[config.mk]
export PLATFORM = sky130hd
export DESIGN_NAME = conditional_nesting_stack
export DESIGN_NICKNAME = d
export VERILOG_FILES = /design/src/design/cns_pkg.sv /design/src/design/cns_in_stage.sv /design/src/design/cns_core.sv /design/src/design/cns_out_stage.sv /design/src/design/conditional_nesting_stack.sv
export SDC_FILE = /design/constraint.sdc
export NUM_CORES = 1
export LEC_CHECK = 0
export BUFFER_PORTS_ARGS = -buffer_cell sky130_fd_sc_hd__buf_2
export CORE_UTILIZATION = 33
export CTS_BUF_LIST = sky130_fd_sc_hd__clkbuf_4
export CTS_CLUSTER_SIZE = 28
export DETAILED_ROUTE_END_ITERATION = 8
export SYNTH_ARGS = -nofsm -noshare
export SYNTH_HDL_FRONTEND = slang
export SYNTH_SLANG_ARGS = --single-unit
[constraint.sdc]
create_clock -name clk -period 9.7 [get_ports clk]
set_clock_uncertainty 0.05 [all_clocks]
set_input_delay 0.485 -clock clk [delete_from_list [all_inputs] [get_ports clk]]
set_output_delay 0.485 -clock clk [all_outputs]
set_load 0.01 [all_outputs]
[src/design/cns_pkg.sv]
// Shared types and constants for the conditional nesting stack.
package cns_pkg;

    localparam int MAX_NEST_DEFAULT = 16;

    localparam int S_TDATA_W = 8;
    localparam int S_TUSER_W = 2;
    localparam int M_TDATA_W = 8;

    // Statement kinds carried in the request's tuser field.
    typedef enum logic [1:0] {
        CMD_IF     = 2'd0,
        CMD_ELSE   = 2'd1,
        CMD_ELSEIF = 2'd2,
        CMD_ENDIF  = 2'd3
    } cmd_t;

    // Result status codes.
    typedef enum logic [2:0] {
        ST_OK         = 3'd0,
        ST_OVERFLOW   = 3'd1,
        ST_BAD_ELSE   = 3'd2,
        ST_BAD_ENDIF  = 3'd3,
        ST_BAD_ELSEIF = 3'd4,
        ST_TEXT       = 3'd5,
        ST_UNDERFLOW  = 3'd6
    } status_t;

    // Kind of the innermost construct at one nesting level.
    typedef enum logic [1:0] {
        LVL_IF       = 2'd0,
        LVL_ELSE     = 2'd1,
        LVL_EIF_DONE = 2'd2,
        LVL_EIF_CHK  = 2'd3
    } level_kind_t;

    // One nesting level: its construct kind, its local branch condition and
    // the enable of the level that encloses it.
    typedef struct packed {
        level_kind_t kind;
        logic        local_cond;
        logic        parent_en;
    } level_rec_t;

    typedef struct packed {
        cmd_t command;
        logic cond_value;
        logic one_line;
        logic extra_text;
        logic search_mode;
    } req_t;

    typedef struct packed {
        status_t status;
        logic    lines_enabled;
        logic    run_one_line;
    } res_t;

endpackage

[src/design/cns_in_stage.sv]
// Input register of the conditional nesting stack.
module cns_in_stage (
    input  logic                          clk,
    input  logic                          rst_n,
    input  logic                          s_tvalid,
    output logic                          s_tready,
    // cond_value [0], one_line [1], extra_text [2], search_mode [3], zero fill
    input  logic [cns_pkg::S_TDATA_W-1:0] s_tdata,
    // command [1:0]
    input  logic [cns_pkg::S_TUSER_W-1:0] s_tuser,
    input  logic                          take,
    output logic                          req_valid,
    output cns_pkg::req_t                 req
);

    logic          in_valid_reg;
    logic          in_valid_next;
    cns_pkg::req_t req_reg;
    logic          load;

    assign s_tready = !in_valid_reg || take;
    assign load     = s_tvalid && s_tready;

    always_comb
    begin
        in_valid_next = in_valid_reg;
        if (load)
        begin
            in_valid_next = 1'b1;
        end
        else if (take)
        begin
            in_valid_next = 1'b0;
        end
    end

    always_ff @(posedge clk or negedge rst_n)
    begin
        if (!rst_n)
        begin
            in_valid_reg <= 1'b0;
        end
        else
        begin
            in_valid_reg <= in_valid_next;
        end
    end

    always_ff @(posedge clk)
    begin
        if (load)
        begin
            req_reg.command     <= cns_pkg::cmd_t'(s_tuser[1:0]);
            req_reg.cond_value  <= s_tdata[0];
            req_reg.one_line    <= s_tdata[1];
            req_reg.extra_text  <= s_tdata[2];
            req_reg.search_mode <= s_tdata[3];
        end
    end

    assign req_valid = in_valid_reg;
    assign req       = req_reg;

endmodule

[src/design/cns_core.sv]
// Nesting state, level memory and per-statement decision logic.
module cns_core #(
    parameter int MAX_NEST = cns_pkg::MAX_NEST_DEFAULT
) (
    input  logic          clk,
    input  logic          rst_n,
    input  logic          fire,
    input  cns_pkg::req_t req,
    output cns_pkg::res_t res
);

    localparam int DEPTH_W = $clog2(MAX_NEST + 1);
    localparam int ADDR_W  = $clog2(MAX_NEST);

    // Level memory; the innermost level is also kept in top_reg.
    cns_pkg::level_rec_t level_mem [MAX_NEST];
    cns_pkg::level_rec_t top_reg;

    logic [DEPTH_W-1:0] cond_depth_reg;
    logic [DEPTH_W-1:0] cond_depth_next;
    logic [DEPTH_W-1:0] search_depth_reg;
    logic [DEPTH_W-1:0] search_depth_next;

    logic                top_valid;
    logic                cur_en;
    logic                full;
    logic [ADDR_W-1:0]   top_addr;
    logic [ADDR_W-1:0]   push_addr;
    logic [ADDR_W-1:0]   below_addr;
    logic [DEPTH_W-1:0]  depth_minus2;
    logic                wr_en;
    logic [ADDR_W-1:0]   wr_addr;
    cns_pkg::level_rec_t wr_rec;
    logic                pop;
    logic                chk;
    logic                done_already;
    logic                active;
    cns_pkg::status_t    status;
    logic                run;
    logic                en_after;

    assign top_valid    = (cond_depth_reg != '0);
    assign cur_en       = top_valid ? (top_reg.local_cond & top_reg.parent_en) : 1'b1;
    assign full         = (cond_depth_reg == DEPTH_W'(MAX_NEST));
    assign push_addr    = cond_depth_reg[ADDR_W-1:0];
    assign top_addr     = ADDR_W'(cond_depth_reg - DEPTH_W'(1));
    assign depth_minus2 = cond_depth_reg - DEPTH_W'(2);
    assign below_addr   = depth_minus2[ADDR_W-1:0];

    // Within an ELSE-IF, the condition is looked at only when the enclosing
    // level is enabled and no earlier branch has been taken.
    assign chk          = !cur_en && top_reg.parent_en;
    assign active       = chk && req.cond_value;
    assign done_already = (top_reg.kind == cns_pkg::LVL_EIF_DONE) || top_reg.local_cond;

    always_comb
    begin
        status            = cns_pkg::ST_OK;
        run               = 1'b0;
        wr_en             = 1'b0;
        wr_addr           = top_addr;
        wr_rec            = top_reg;
        pop               = 1'b0;
        cond_depth_next   = cond_depth_reg;
        search_depth_next = search_depth_reg;
        en_after          = cur_en;

        case (req.command)
            cns_pkg::CMD_IF:
            begin
                if (req.search_mode)
                begin
                    if (!req.one_line)
                    begin
                        if (search_depth_reg == DEPTH_W'(MAX_NEST))
                        begin
                            status = cns_pkg::ST_OVERFLOW;
                        end
                        else
                        begin
                            search_depth_next = search_depth_reg + DEPTH_W'(1);
                        end
                    end
                end
                else if (cur_en && req.extra_text)
                begin
                    status = cns_pkg::ST_TEXT;
                end
                else if (req.one_line)
                begin
                    run = cur_en && req.cond_value;
                end
                else if (full)
                begin
                    status = cns_pkg::ST_OVERFLOW;
                end
                else
                begin
                    wr_en             = 1'b1;
                    wr_addr           = push_addr;
                    wr_rec.kind       = cns_pkg::LVL_IF;
                    wr_rec.local_cond = cur_en && req.cond_value;
                    wr_rec.parent_en  = cur_en;
                    cond_depth_next   = cond_depth_reg + DEPTH_W'(1);
                    en_after          = cur_en && req.cond_value;
                end
            end

            cns_pkg::CMD_ELSE:
            begin
                if (!req.search_mode)
                begin
                    if (!top_valid || top_reg.kind == cns_pkg::LVL_ELSE)
                    begin
                        status = cns_pkg::ST_BAD_ELSE;
                    end
                    else if (req.extra_text)
                    begin
                        status = cns_pkg::ST_TEXT;
                    end
                    else
                    begin
                        wr_en       = 1'b1;
                        wr_rec.kind = cns_pkg::LVL_ELSE;
                        if (top_reg.kind == cns_pkg::LVL_IF)
                        begin
                            wr_rec.local_cond = !top_reg.local_cond;
                        end
                        else
                        begin
                            wr_rec.local_cond = (top_reg.kind == cns_pkg::LVL_EIF_CHK);
                        end
                        en_after = wr_rec.local_cond && top_reg.parent_en;
                    end
                end
            end

            cns_pkg::CMD_ELSEIF:
            begin
                if (!req.search_mode)
                begin
                    if (!top_valid)
                    begin
                        status = req.extra_text ? cns_pkg::ST_TEXT : cns_pkg::ST_BAD_ELSEIF;
                    end
                    else if (chk && req.extra_text)
                    begin
                        status = cns_pkg::ST_TEXT;
                    end
                    else if (top_reg.kind == cns_pkg::LVL_ELSE)
                    begin
                        status = cns_pkg::ST_BAD_ELSEIF;
                    end
                    else
                    begin
                        wr_en = 1'b1;
                        if (done_already)
                        begin
                            wr_rec.kind       = cns_pkg::LVL_EIF_DONE;
                            wr_rec.local_cond = 1'b0;
                        end
                        else if (active)
                        begin
                            wr_rec.kind       = cns_pkg::LVL_EIF_DONE;
                            wr_rec.local_cond = 1'b1;
                        end
                        else
                        begin
                            wr_rec.kind       = cns_pkg::LVL_EIF_CHK;
                            wr_rec.local_cond = 1'b0;
                        end
                        en_after = wr_rec.local_cond && top_reg.parent_en;
                    end
                end
            end

            cns_pkg::CMD_ENDIF:
            begin
                if (req.search_mode && search_depth_reg != '0)
                begin
                    search_depth_next = search_depth_reg - DEPTH_W'(1);
                end
                else if (!top_valid)
                begin
                    status = cns_pkg::ST_BAD_ENDIF;
                end
                else if (req.extra_text)
                begin
                    status = cns_pkg::ST_TEXT;
                end
                else
                begin
                    pop             = 1'b1;
                    cond_depth_next = cond_depth_reg - DEPTH_W'(1);
                    en_after        = top_reg.parent_en;
                end
            end

            default:
            begin
                status = cns_pkg::ST_OK;
            end
        endcase
    end

    always_ff @(posedge clk or negedge rst_n)
    begin
        if (!rst_n)
        begin
            cond_depth_reg   <= '0;
            search_depth_reg <= '0;
        end
        else if (fire)
        begin
            cond_depth_reg   <= cond_depth_next;
            search_depth_reg <= search_depth_next;
        end
    end

    // The written record always becomes the new innermost level; after a pop
    // the level below is fetched from the memory.
    always_ff @(posedge clk)
    begin
        if (fire)
        begin
            if (wr_en)
            begin
                level_mem[wr_addr] <= wr_rec;
                top_reg            <= wr_rec;
            end
            else if (pop)
            begin
                top_reg <= level_mem[below_addr];
            end
        end
    end

    assign res.status        = status;
    assign res.lines_enabled = en_after;
    assign res.run_one_line  = run;

endmodule

[src/design/cns_out_stage.sv]
// Result register of the conditional nesting stack.
module cns_out_stage (
    input  logic                          clk,
    input  logic                          rst_n,
    input  logic                          load,
    input  cns_pkg::res_t                 res,
    output logic                          free,
    output logic                          m_tvalid,
    input  logic                          m_tready,
    // status [2:0], lines_enabled [3], run_one_line [4], zero fill
    output logic [cns_pkg::M_TDATA_W-1:0] m_tdata
);

    logic          out_valid_reg;
    logic          out_valid_next;
    cns_pkg::res_t res_reg;

    assign free = !out_valid_reg || m_tready;

    always_comb
    begin
        out_valid_next = out_valid_reg;
        if (load)
        begin
            out_valid_next = 1'b1;
        end
        else if (m_tready)
        begin
            out_valid_next = 1'b0;
        end
    end

    always_ff @(posedge clk or negedge rst_n)
    begin
        if (!rst_n)
        begin
            out_valid_reg <= 1'b0;
        end
        else
        begin
            out_valid_reg <= out_valid_next;
        end
    end

    always_ff @(posedge clk)
    begin
        if (load)
        begin
            res_reg <= res;
        end
    end

    assign m_tvalid = out_valid_reg;
    assign m_tdata  = {3'b000, res_reg.run_one_line, res_reg.lines_enabled,
                       3'(res_reg.status)};

endmodule

[src/design/conditional_nesting_stack.sv]
// Top level of the conditional nesting stack for IF / ELSE / ELSE-IF / END-IF.
//
// Each request on the slave stream is one statement: tuser carries the
// statement kind and tdata its evaluated condition and flags. For every
// request the master stream returns exactly one result: a status code,
// whether following lines are enabled, and whether a one-line IF's command
// runs now. Nesting levels live in a small memory with the innermost level
// held in a register, so a statement is at most one push, replace or pop.
//
// A request accepted into the input register is decided once the result
// register can take it, and its result is then offered from the result
// register. Throughput is one statement per cycle while the receiver does
// not stall; the innermost-level register and the depth counters are
// updated in the same cycle as the result register is loaded.
//
// Reset clears the nesting depth and the search-mode depth, so lines are
// enabled and no construct is open; the level memory is not cleared.
// When the receiver stalls, the result register holds its result and the
// input register keeps one further request; s_tready drops only once both
// are full.
module conditional_nesting_stack #(
    parameter int MAX_NEST = cns_pkg::MAX_NEST_DEFAULT
) (
    input  logic                          clk,
    input  logic                          rst_n,
    input  logic                          s_tvalid,
    output logic                          s_tready,
    // cond_value [0], one_line [1], extra_text [2], search_mode [3], zero fill
    input  logic [cns_pkg::S_TDATA_W-1:0] s_tdata,
    // command [1:0]
    input  logic [cns_pkg::S_TUSER_W-1:0] s_tuser,
    output logic                          m_tvalid,
    input  logic                          m_tready,
    // status [2:0], lines_enabled [3], run_one_line [4], zero fill
    output logic [cns_pkg::M_TDATA_W-1:0] m_tdata
);

    logic          req_valid;
    cns_pkg::req_t req;
    cns_pkg::res_t res;
    logic          out_free;
    logic          fire;

    // A held request is decided whenever the result register can take it.
    assign fire = req_valid && out_free;

    cns_in_stage u_in_stage (
        .clk       (clk),
        .rst_n     (rst_n),
        .s_tvalid  (s_tvalid),
        .s_tready  (s_tready),
        .s_tdata   (s_tdata),
        .s_tuser   (s_tuser),
        .take      (fire),
        .req_valid (req_valid),
        .req       (req)
    );

    cns_core #(
        .MAX_NEST (MAX_NEST)
    ) u_core (
        .clk   (clk),
        .rst_n (rst_n),
        .fire  (fire),
        .req   (req),
        .res   (res)
    );

    cns_out_stage u_out_stage (
        .clk      (clk),
        .rst_n    (rst_n),
        .load     (fire),
        .res      (res),
        .free     (out_free),
        .m_tvalid (m_tvalid),
        .m_tready (m_tready),
        .m_tdata  (m_tdata)
    );

endmodule
==> results of run 1 <==
## worst min path at each step
| stage | start | cells past startpoint | end |
|---|---|---|---|
| 2_1_floorplan | rst_n | 0 | u_core.cond_depth_reg[0] |
| 3_3_place_gp | rst_n | 1 | u_core.cond_depth_reg[0] |
| 3_5_place_dp | rst_n | 1 | u_core.cond_depth_reg[0] |
| 4_1_cts | s_tuser[1] | 1 | u_in_stage.req[5] |
| 5_1_grt | s_tuser[1] | 1 | u_in_stage.req[5] |
| 6_report | s_tuser[1] | 1 | u_in_stage.req[5] |
## cells by family (layout without fill, tap and decap cells)
logic type               count (synthesis)  in the layout  synth area share
multiplexers                            27             27             0.113
adder cells (fa/ha/maj)                 10             10            0.0283
XOR/XNOR                                13             13            0.0243
AO/OA/AOI/OAI                           68             68             0.108
flip-flops                              91             91             0.571
AND/OR/NAND/NOR                         97             97             0.119
other                                    1              4          0.000801
buffers and inverters                   35             49            0.0350
## Yosys cell counts (all sizes together), types with 2 or more instances
cell	n	area share
a211oi	2	0.0032
a21boi	2	0.0056
a21o	2	0.0032
a21oi	12	0.013
a221oi	3	0.0056
a31oi	9	0.012
and2	4	0.0053
buf	8	0.013
clkbuf	13	0.010
dfrtp	12	0.064
edfxtp	79	0.51
ha	9	0.024
inv	13	0.010
mux2	4	0.010
mux2i	3	0.0064
mux4	20	0.096
nand2	17	0.014
nand2b	6	0.0080
nand3	8	0.0086
nand3b	4	0.0064
nand4	2	0.0027
nor2	11	0.010
nor2b	3	0.0040
nor3	24	0.026
nor4	4	0.0067
nor4bb	2	0.0043
o2111ai	3	0.0056
o211ai	3	0.0048
o21a	4	0.0064
o21ai	10	0.011
o22ai	2	0.0027
o2bb2ai	2	0.0037
or2	3	0.0040
or4	4	0.0064
xnor2	9	0.017
xor2	4	0.0075
## repair_timing
action | 4_1_cts | 5_1_grt
hold endpoints to repair | 12 | 0
endpoints found under the setup margin | 0 | 0
hold buffers | 1 | 0
## through the flow
step | setup WS, ns | hold slack [ns]
final | 5.64 | 0.139
after global routing | 5.35 | 0.0978
after CTS | 5.66 | 0.117
after detailed placement | 5.70 | 0.336
after global placement | 5.75 | 0.329
after floorplan | 6.39 | 0.139
## worst reg2reg max path, delay by kind of cell, from the launching register on
kind	cells	cell delay, ns
buf+inv	1	0.28
simple gates	3	1.16
compound gates	2	0.89
flops	1	1.03
fa+ha+maj	1	0.30
## final cells by class
type / count / area (um2)
repair buffers: 19 / 105
clock buffers: 11 / 82.6
multi-input cells: 218 / 1850
well taps: 180 / 225
diodes: 1 / 2.50
clock inverters: 5 / 62.6
inverters: 14 / 52.6
flip-flops and latches: 91 / 2670
fillers: 1336 / 8830
## power breakdown
part / internal [mW] / switching [mW] / total (mW)
registers: 0.485 / 0.0603 / 0.546
clock network: 0.0857 / 0.132 / 0.218
logic: 0.209 / 0.242 / 0.451
total: 0.780 / 0.435 / 1.22
## routing by layer
layer  GRT usage  vias to the layer above  share of wire
met5           0                        -              0
met4      0.0586                        0          0.021
met3      0.0277                       21          0.053
met2       0.229                       81           0.48
met1       0.186                     1482           0.44
li1            -                     1370              -
==> metrics.md, run 1 <==
| Metric | Value |
|---|---|
| Status | complete, no violations |
| Critical path data required time | 9.76 ns |
| Slowest cell on the critical path | dfrtp_1 |
| Final non-filler cell total | 539 |
| Crit path time final | 4.06 ns |
| Setup_tns | 0 ns |
| Drc violations | 0 |
| RePlAce Congestion | 0.862 |
| Number of synthesized flops with an enable pin | 79 |
| Final setup fails | 0 |
| Unique masters post-synth | 66 |
| First-pass GRT wire length | 15.6 mm |
| Commonest non-fill, non-tap cell in the layout | edfxtp_1 |
| GR Util All Layers | 0.142 |
| Finished Cell Area | 5050 um2 |
| Cell count along the critical path | 7 |
| R2r endpoint | u_core.level_mem[2][0] |
| RR Startpoint | u_core.cond_depth_reg[1] |
| Number of flip-flops under the largest register name | 64 |
| Leakage | 1.66 nW |
| Total setup buffers inserted after CTS | 0 |
| Crit Path Class | reg2reg |
| Power Total | 1.22 mW |
| Fin. max-slew vios | 0 |
| Slew @ Worst Pin | between 1 and 1.5 ns |
| #FFs+latches synth | 91 |
| Worst hold path class | in2reg |
| CP Capture Type | flop |
| Dpl cell area | 4900 um2 |
| Die area | between 10000 and 15000 um2 |
| Initial antenna violation count | 1 |
| Num rows | 43 |
| Worst path arrival time | 4.12 ns |
| Async SR Flop Fraction | 0.132 |
| IO buf count | 16 |
| Most frequent cells in the layout | edfxtp_1, nor3_1, mux4_2 |
| Mapped cell area | 4680 um2 |
| Dpl cells | 521 |
| Max cap viols | 0 |
| Clock buffer depth | 2 |
| Clk Latency, worst-skew pair | 0.46 ns |
| Fraction of layout cells with a size suffix above 1 | 0.184 |
| CP max stage delay | 1.03 ns |
| Routed wire length | between 9 and 10 mm |
| Max Fclk | 246 MHz |
| CTS root buf | clkbuf_4 |
| Area growth syn-to-layout | 7.99% |
| RSZ-0062 raised after global routing | no |
| Total CTS buffers | 9 |
| Fin util | 0.364 |
| VDD IR max | between 0.00007 and 0.00008 V |
| Die width | 121 um |
| Die H | 121 um |
| Clk sink count | 91 |
| Largest net degree at the start of global routing | 25 |
| Crit-path cells | inv_1 > ha_1 > or4b_4 > nand3_1 > o41ai_1 > o311ai_4 > nor3_1 |
| Pwr Density | 240 nW/um2 |
| Number of global-route vias before repair | 2955 |
| Routed vias | 2954 |
| Slew HR | 0.325 |
| R2R setup slack | 5.64 ns |
| Reg clk slew, reported paths | 0.14 ns |
| GRT Residual Overflow | 0 |
| Initial Utilization | 0.337 |
| Mean Syn Cell Area | approximately 14 um2 |
| TritonCTS clock tree | done |
| Top_reg_cell synth | edfxtp_1 |
| Pre-antenna DRT Iters | 4 |
| Post_cts resized | 0 |
| Crit path from | u_core.cond_depth_reg[1] |
| CP bufs+invs | 1 |
| Synth Instances | around 340 |
| Synth warn | 0 |
| 1st-iter DRT viols | 180 |
| R2R depth | 7 |
| Hold Fails Final Rpt | 0 |
| Worst path top cell family by delay | simple AND/OR/NAND/NOR gates |
| Drt wl/cell | 17.8 um |
| Post-synthesis sequential area ratio | 0.571 |
| Core box area | 13900 um2 |
| Post-route ant nets | 0 |
| Vias per cell | 5.48 |
| IO Pins | 24 |
| Crit start category | flop |
| Setup crit end | u_core.level_mem[2][0] |
| # H-tree levels | 3 |
| Hpwl dp | between 6 and 7 mm |
| Final net count | 377 |
| Part of the cycle the worst path needs | 0.418 |
| Crit Path Max Fanout | 23 |
(Power assumes the default switching activity.)
==> run 2, diff against run 1 <==
--- a/config.mk
+++ b/config.mk
@@ -5,6 +5,7 @@
 export SDC_FILE = /design/constraint.sdc
 export NUM_CORES = 1
 export LEC_CHECK = 0
+export ABC_AREA = 1
 export BUFFER_PORTS_ARGS = -buffer_cell sky130_fd_sc_hd__buf_2
 export CORE_UTILIZATION = 33
 export CTS_BUF_LIST = sky130_fd_sc_hd__clkbuf_4
==> constraint.sdc (replaced) <==
create_clock -name clk -period 3.7 [get_ports clk]
set_clock_uncertainty 0.05 [all_clocks]
set_input_delay 0.185 -clock clk [delete_from_list [all_inputs] [get_ports clk]]
set_output_delay 0.185 -clock clk [all_outputs]
set_load 0.01 [all_outputs]
==> run 2 against run 1 <==
  * Worst setup slack worse by 4.7 ns
  * Critical path type unchanged
  * Non-clock buffer count increased by 17
  * Largest cell class unchanged
  * First-iteration DRC count is 46% higher
  * Fmax is 46% higher
  * Design area increased by 0.52%
  * Die area decreased by 2.5%
  * Cell count grew 24%
==> metrics.md, run 2 <==
| Metric | Value |
|---|---|
| Part of the cycle the worst path needs | 0.751 (+0.333) |
| Crit Path Max Fanout | 11 (-52%) |
| Crit path time final | 2.78 ns (-1.28 ns) |
| Synth top area share | 0.520 (+0.0132) |
| Number of synthesized flops with an enable pin | 79 (unchanged) |
| Final setup fails | 0 (unchanged) |
| Mapped cell area | 4560 um2 (-2.5%) |
| Min setup slack post-route | 0.921 ns (-4.72 ns) |
| Reg clk slew, reported paths | 0.16 ns (+0.02 ns) |
| Die width | 120 um (-1.3%) |
| Max Fclk | 360 MHz (+46%) |
| Routed vias | 3344 (+13%) |
| GR Util met2 | 0.252 (+0.0232) |
| Worst hold path class | in2async |
| Worst path top cell family by delay | simple AND/OR/NAND/NOR gates |
| Hold Fails Final Rpt | 0 (unchanged) |
| IO Pins | 24 (unchanged) |
| GRT Residual Overflow | 0 (unchanged) |
| Commonest non-fill, non-tap cell in the layout | edfxtp_1 |
| Area growth syn-to-layout | 11.4% |
| Routed wire length | 10.1 mm (+4.8%) |
| Total setup buffers inserted after CTS | 0 (unchanged) |
| GR Util met3 | 0.0309 (+0.00317) |
| Clock buffer depth | 2 (unchanged) |
| Core box area | 13300 um2 (-3.8%) |
| Slowest cell on the critical path | nor3_1 |
| First-pass GRT wire length | 16.6 mm (+6.4%) |
| Final non-filler cell total | 669 (+24%) |
| Largest cells by area after synthesis | edfxtp_1, dfrtp_1, nand2_1, o21ai_0, nor2_1 |
| Most instantiated cells after synthesis | edfxtp_1, nand2_1, nor2_1 |
| Synth Instances | 458 (+34%) |
| Total CTS buffers | 9 (unchanged) |
| Post-synthesis sequential area ratio | 0.586 (+0.0149) |
| Crit start category | flop |
| Pwr Density | 655 nW/um2 (+170%) |
| Dpl cell area | 4840 um2 (-1.1%) |
| Top_reg_cell synth | edfxtp_1 |
| Slew @ Worst Pin | 0.775 ns (-0.238 ns) |
| Slew HR | 0.479 (+0.154) |
| Hpwl dp | 7.10 mm (+7.2%) |
| RSZ-0062 raised after global routing | no |
| Hold_ws | 0.0605 ns (-0.0781 ns) |
| GR Util All Layers | 0.149 (+0.00752) |
| Dpl cells | 644 (+24%) |
| CP Capture Type | flop |
| Drc violations | 0 (unchanged) |
| Setup_tns | 0 ns (unchanged) |
| RePlAce Congestion | 0.912 (+5.8%) |
| # H-tree levels | 3 (unchanged) |
| Die area | 14300 um2 (-2.5%) |
| Clk Latency, worst-skew pair | 0.45 ns (about the same) |
| Largest net degree at the start of global routing | 36 (+44%) |
| CP bufs+invs | 1 (unchanged) |
| Initial antenna violation count | 0 (-1) |
| Crit Path Class | reg2reg |
| Pre-antenna DRT Iters | 4 (unchanged) |
| CP max stage delay | 0.58 ns (-0.45 ns) |
| Initial Utilization | 0.342 (+0.00456) |
| Number of global-route vias before repair | 3346 (+13%) |
| VDD IR max | 0.000272 V (+270%) |
| Area leader, netlist | edfxtp_1 |
| Synth warn | 0 (unchanged) |
| Count leader, synth | edfxtp_1 |
| Status | complete, no violations |
| Critical path data required time | 3.75 ns (-6.01 ns) |
| TritonCTS clock tree | done |
| Fin util | 0.381 (+0.0165) |
| Vias per cell | 5.00 (-8.8%) |
| Most frequent cells in the layout | edfxtp_1, nand2_1, nor2_1 |
| Final net count | 513 (+36%) |
| Max cap viols | 0 (unchanged) |
| Number of flip-flops under the largest register name | 64 (unchanged) |
| Mean Syn Cell Area | 9.96 um2 (-27%) |
| Worst path arrival time | 2.83 ns (-1.29 ns) |
| CTS Hold Bufs | 10 (+9) |
| Leakage | 1.96 nW (+18%) |
| Post_cts resized | 0 (unchanged) |
| Drt wl/cell | 15.1 um (-16%) |
| Crit-path most repeated cell | nand2_1 |
| Power Total | 3.33 mW (+170%) |
| Die H | 120 um (-1.3%) |
| Num rows | 42 (-2.3%) |
| Fraction of layout cells with a size suffix above 1 | 0.108 (-0.0769) |
| Async SR Flop Fraction | 0.132 (unchanged) |
| #FFs+latches synth | 91 (unchanged) |
| IO buf count | 16 (unchanged) |
| 1st-iter DRT viols | 262 (+46%) |
| Clk sink count | 91 (unchanged) |
| Post-route ant nets | 0 (unchanged) |
| Met1 usage in global routing | 0.192 (+0.00560) |
| CTS root buf | clkbuf_4 |
| Unique masters post-synth | 38 (-42%) |
| GRT busiest layer | met2 |
| Setup WS pre-CTS | 0.906 ns (-4.80 ns) |
| Ant diodes | 0 (-1) |
| Finished Cell Area | 5080 um2 (+0.52%) |
| Crit-path cells | clkinv_1 > ha_1 > nand3_1 > nand2_1 > nor2_1 > nand2_2 > o21ai_1 > nand2_1 > nor3_1 |
| Fin. max-slew vios | 0 (unchanged) |
## run 2: changes by cell type after synthesis, moves of 11 or more
cell      change
o21ai_0      +43
o221ai_1     +11
nand3_1      +17
nor2_1       +47
nand2_1      +57
inv_1        +26
mux4_2       -20
## run 2: worst paths after layout
check | startpoint | endpoint | slack [ns] | cells past startpoint
min reg2reg | u_core.search_depth_reg[4] | u_core.search_depth_reg[4] | 0.45 | 1
max | u_core.cond_depth_reg[0] | u_core.level_mem[6][3] | 0.92 | 9
min | rst_n | u_core.cond_depth_reg[0] | 0.06 | 2
max reg2reg | u_core.cond_depth_reg[0] | u_core.level_mem[6][3] | 0.92 | 9
min in group clk | s_tuser[1] | u_in_stage.req[5] | 0.38 | 2
max in group asynchronous | rst_n | u_core.search_depth_reg[2] | 3.30 | 2
## run 2: kinds of logic after synthesis
family	share of synthesized area
AO/OA/AOI/OAI	0.121
XOR/XNOR	0.0266
adder cells (fa/ha/maj)	0.0291
buffers and inverters	0.0570
flip-flops	0.586
other	0.000822
AND/OR/NAND/NOR	0.180
## run 2: power breakdown
| part | total, mW | switching, mW | internal [mW] |
|---|---|---|---|
| logic | 1.43 | 0.967 | 0.459 |
| registers | 1.35 | 0.0784 | 1.27 |
| clock network | 0.553 | 0.342 | 0.211 |
| total | 3.33 | 1.39 | 1.94 |
## run 2: routing by layer
metal	wire length (um)	vias to the layer above
met3	355	9
met4	118	0
li1	-	1665
met5	0	-
met2	4870	66
met1	4730	1604
## run 2: final cells by class
cell class	instances	area (um2)
fillers	1324	8270
flip-flops and latches	91	2670
multi-input cells	309	1640
repair buffers	36	255
well taps	176	220
inverters	42	158
clock inverters	6	71.3
clock buffers	9	67.6
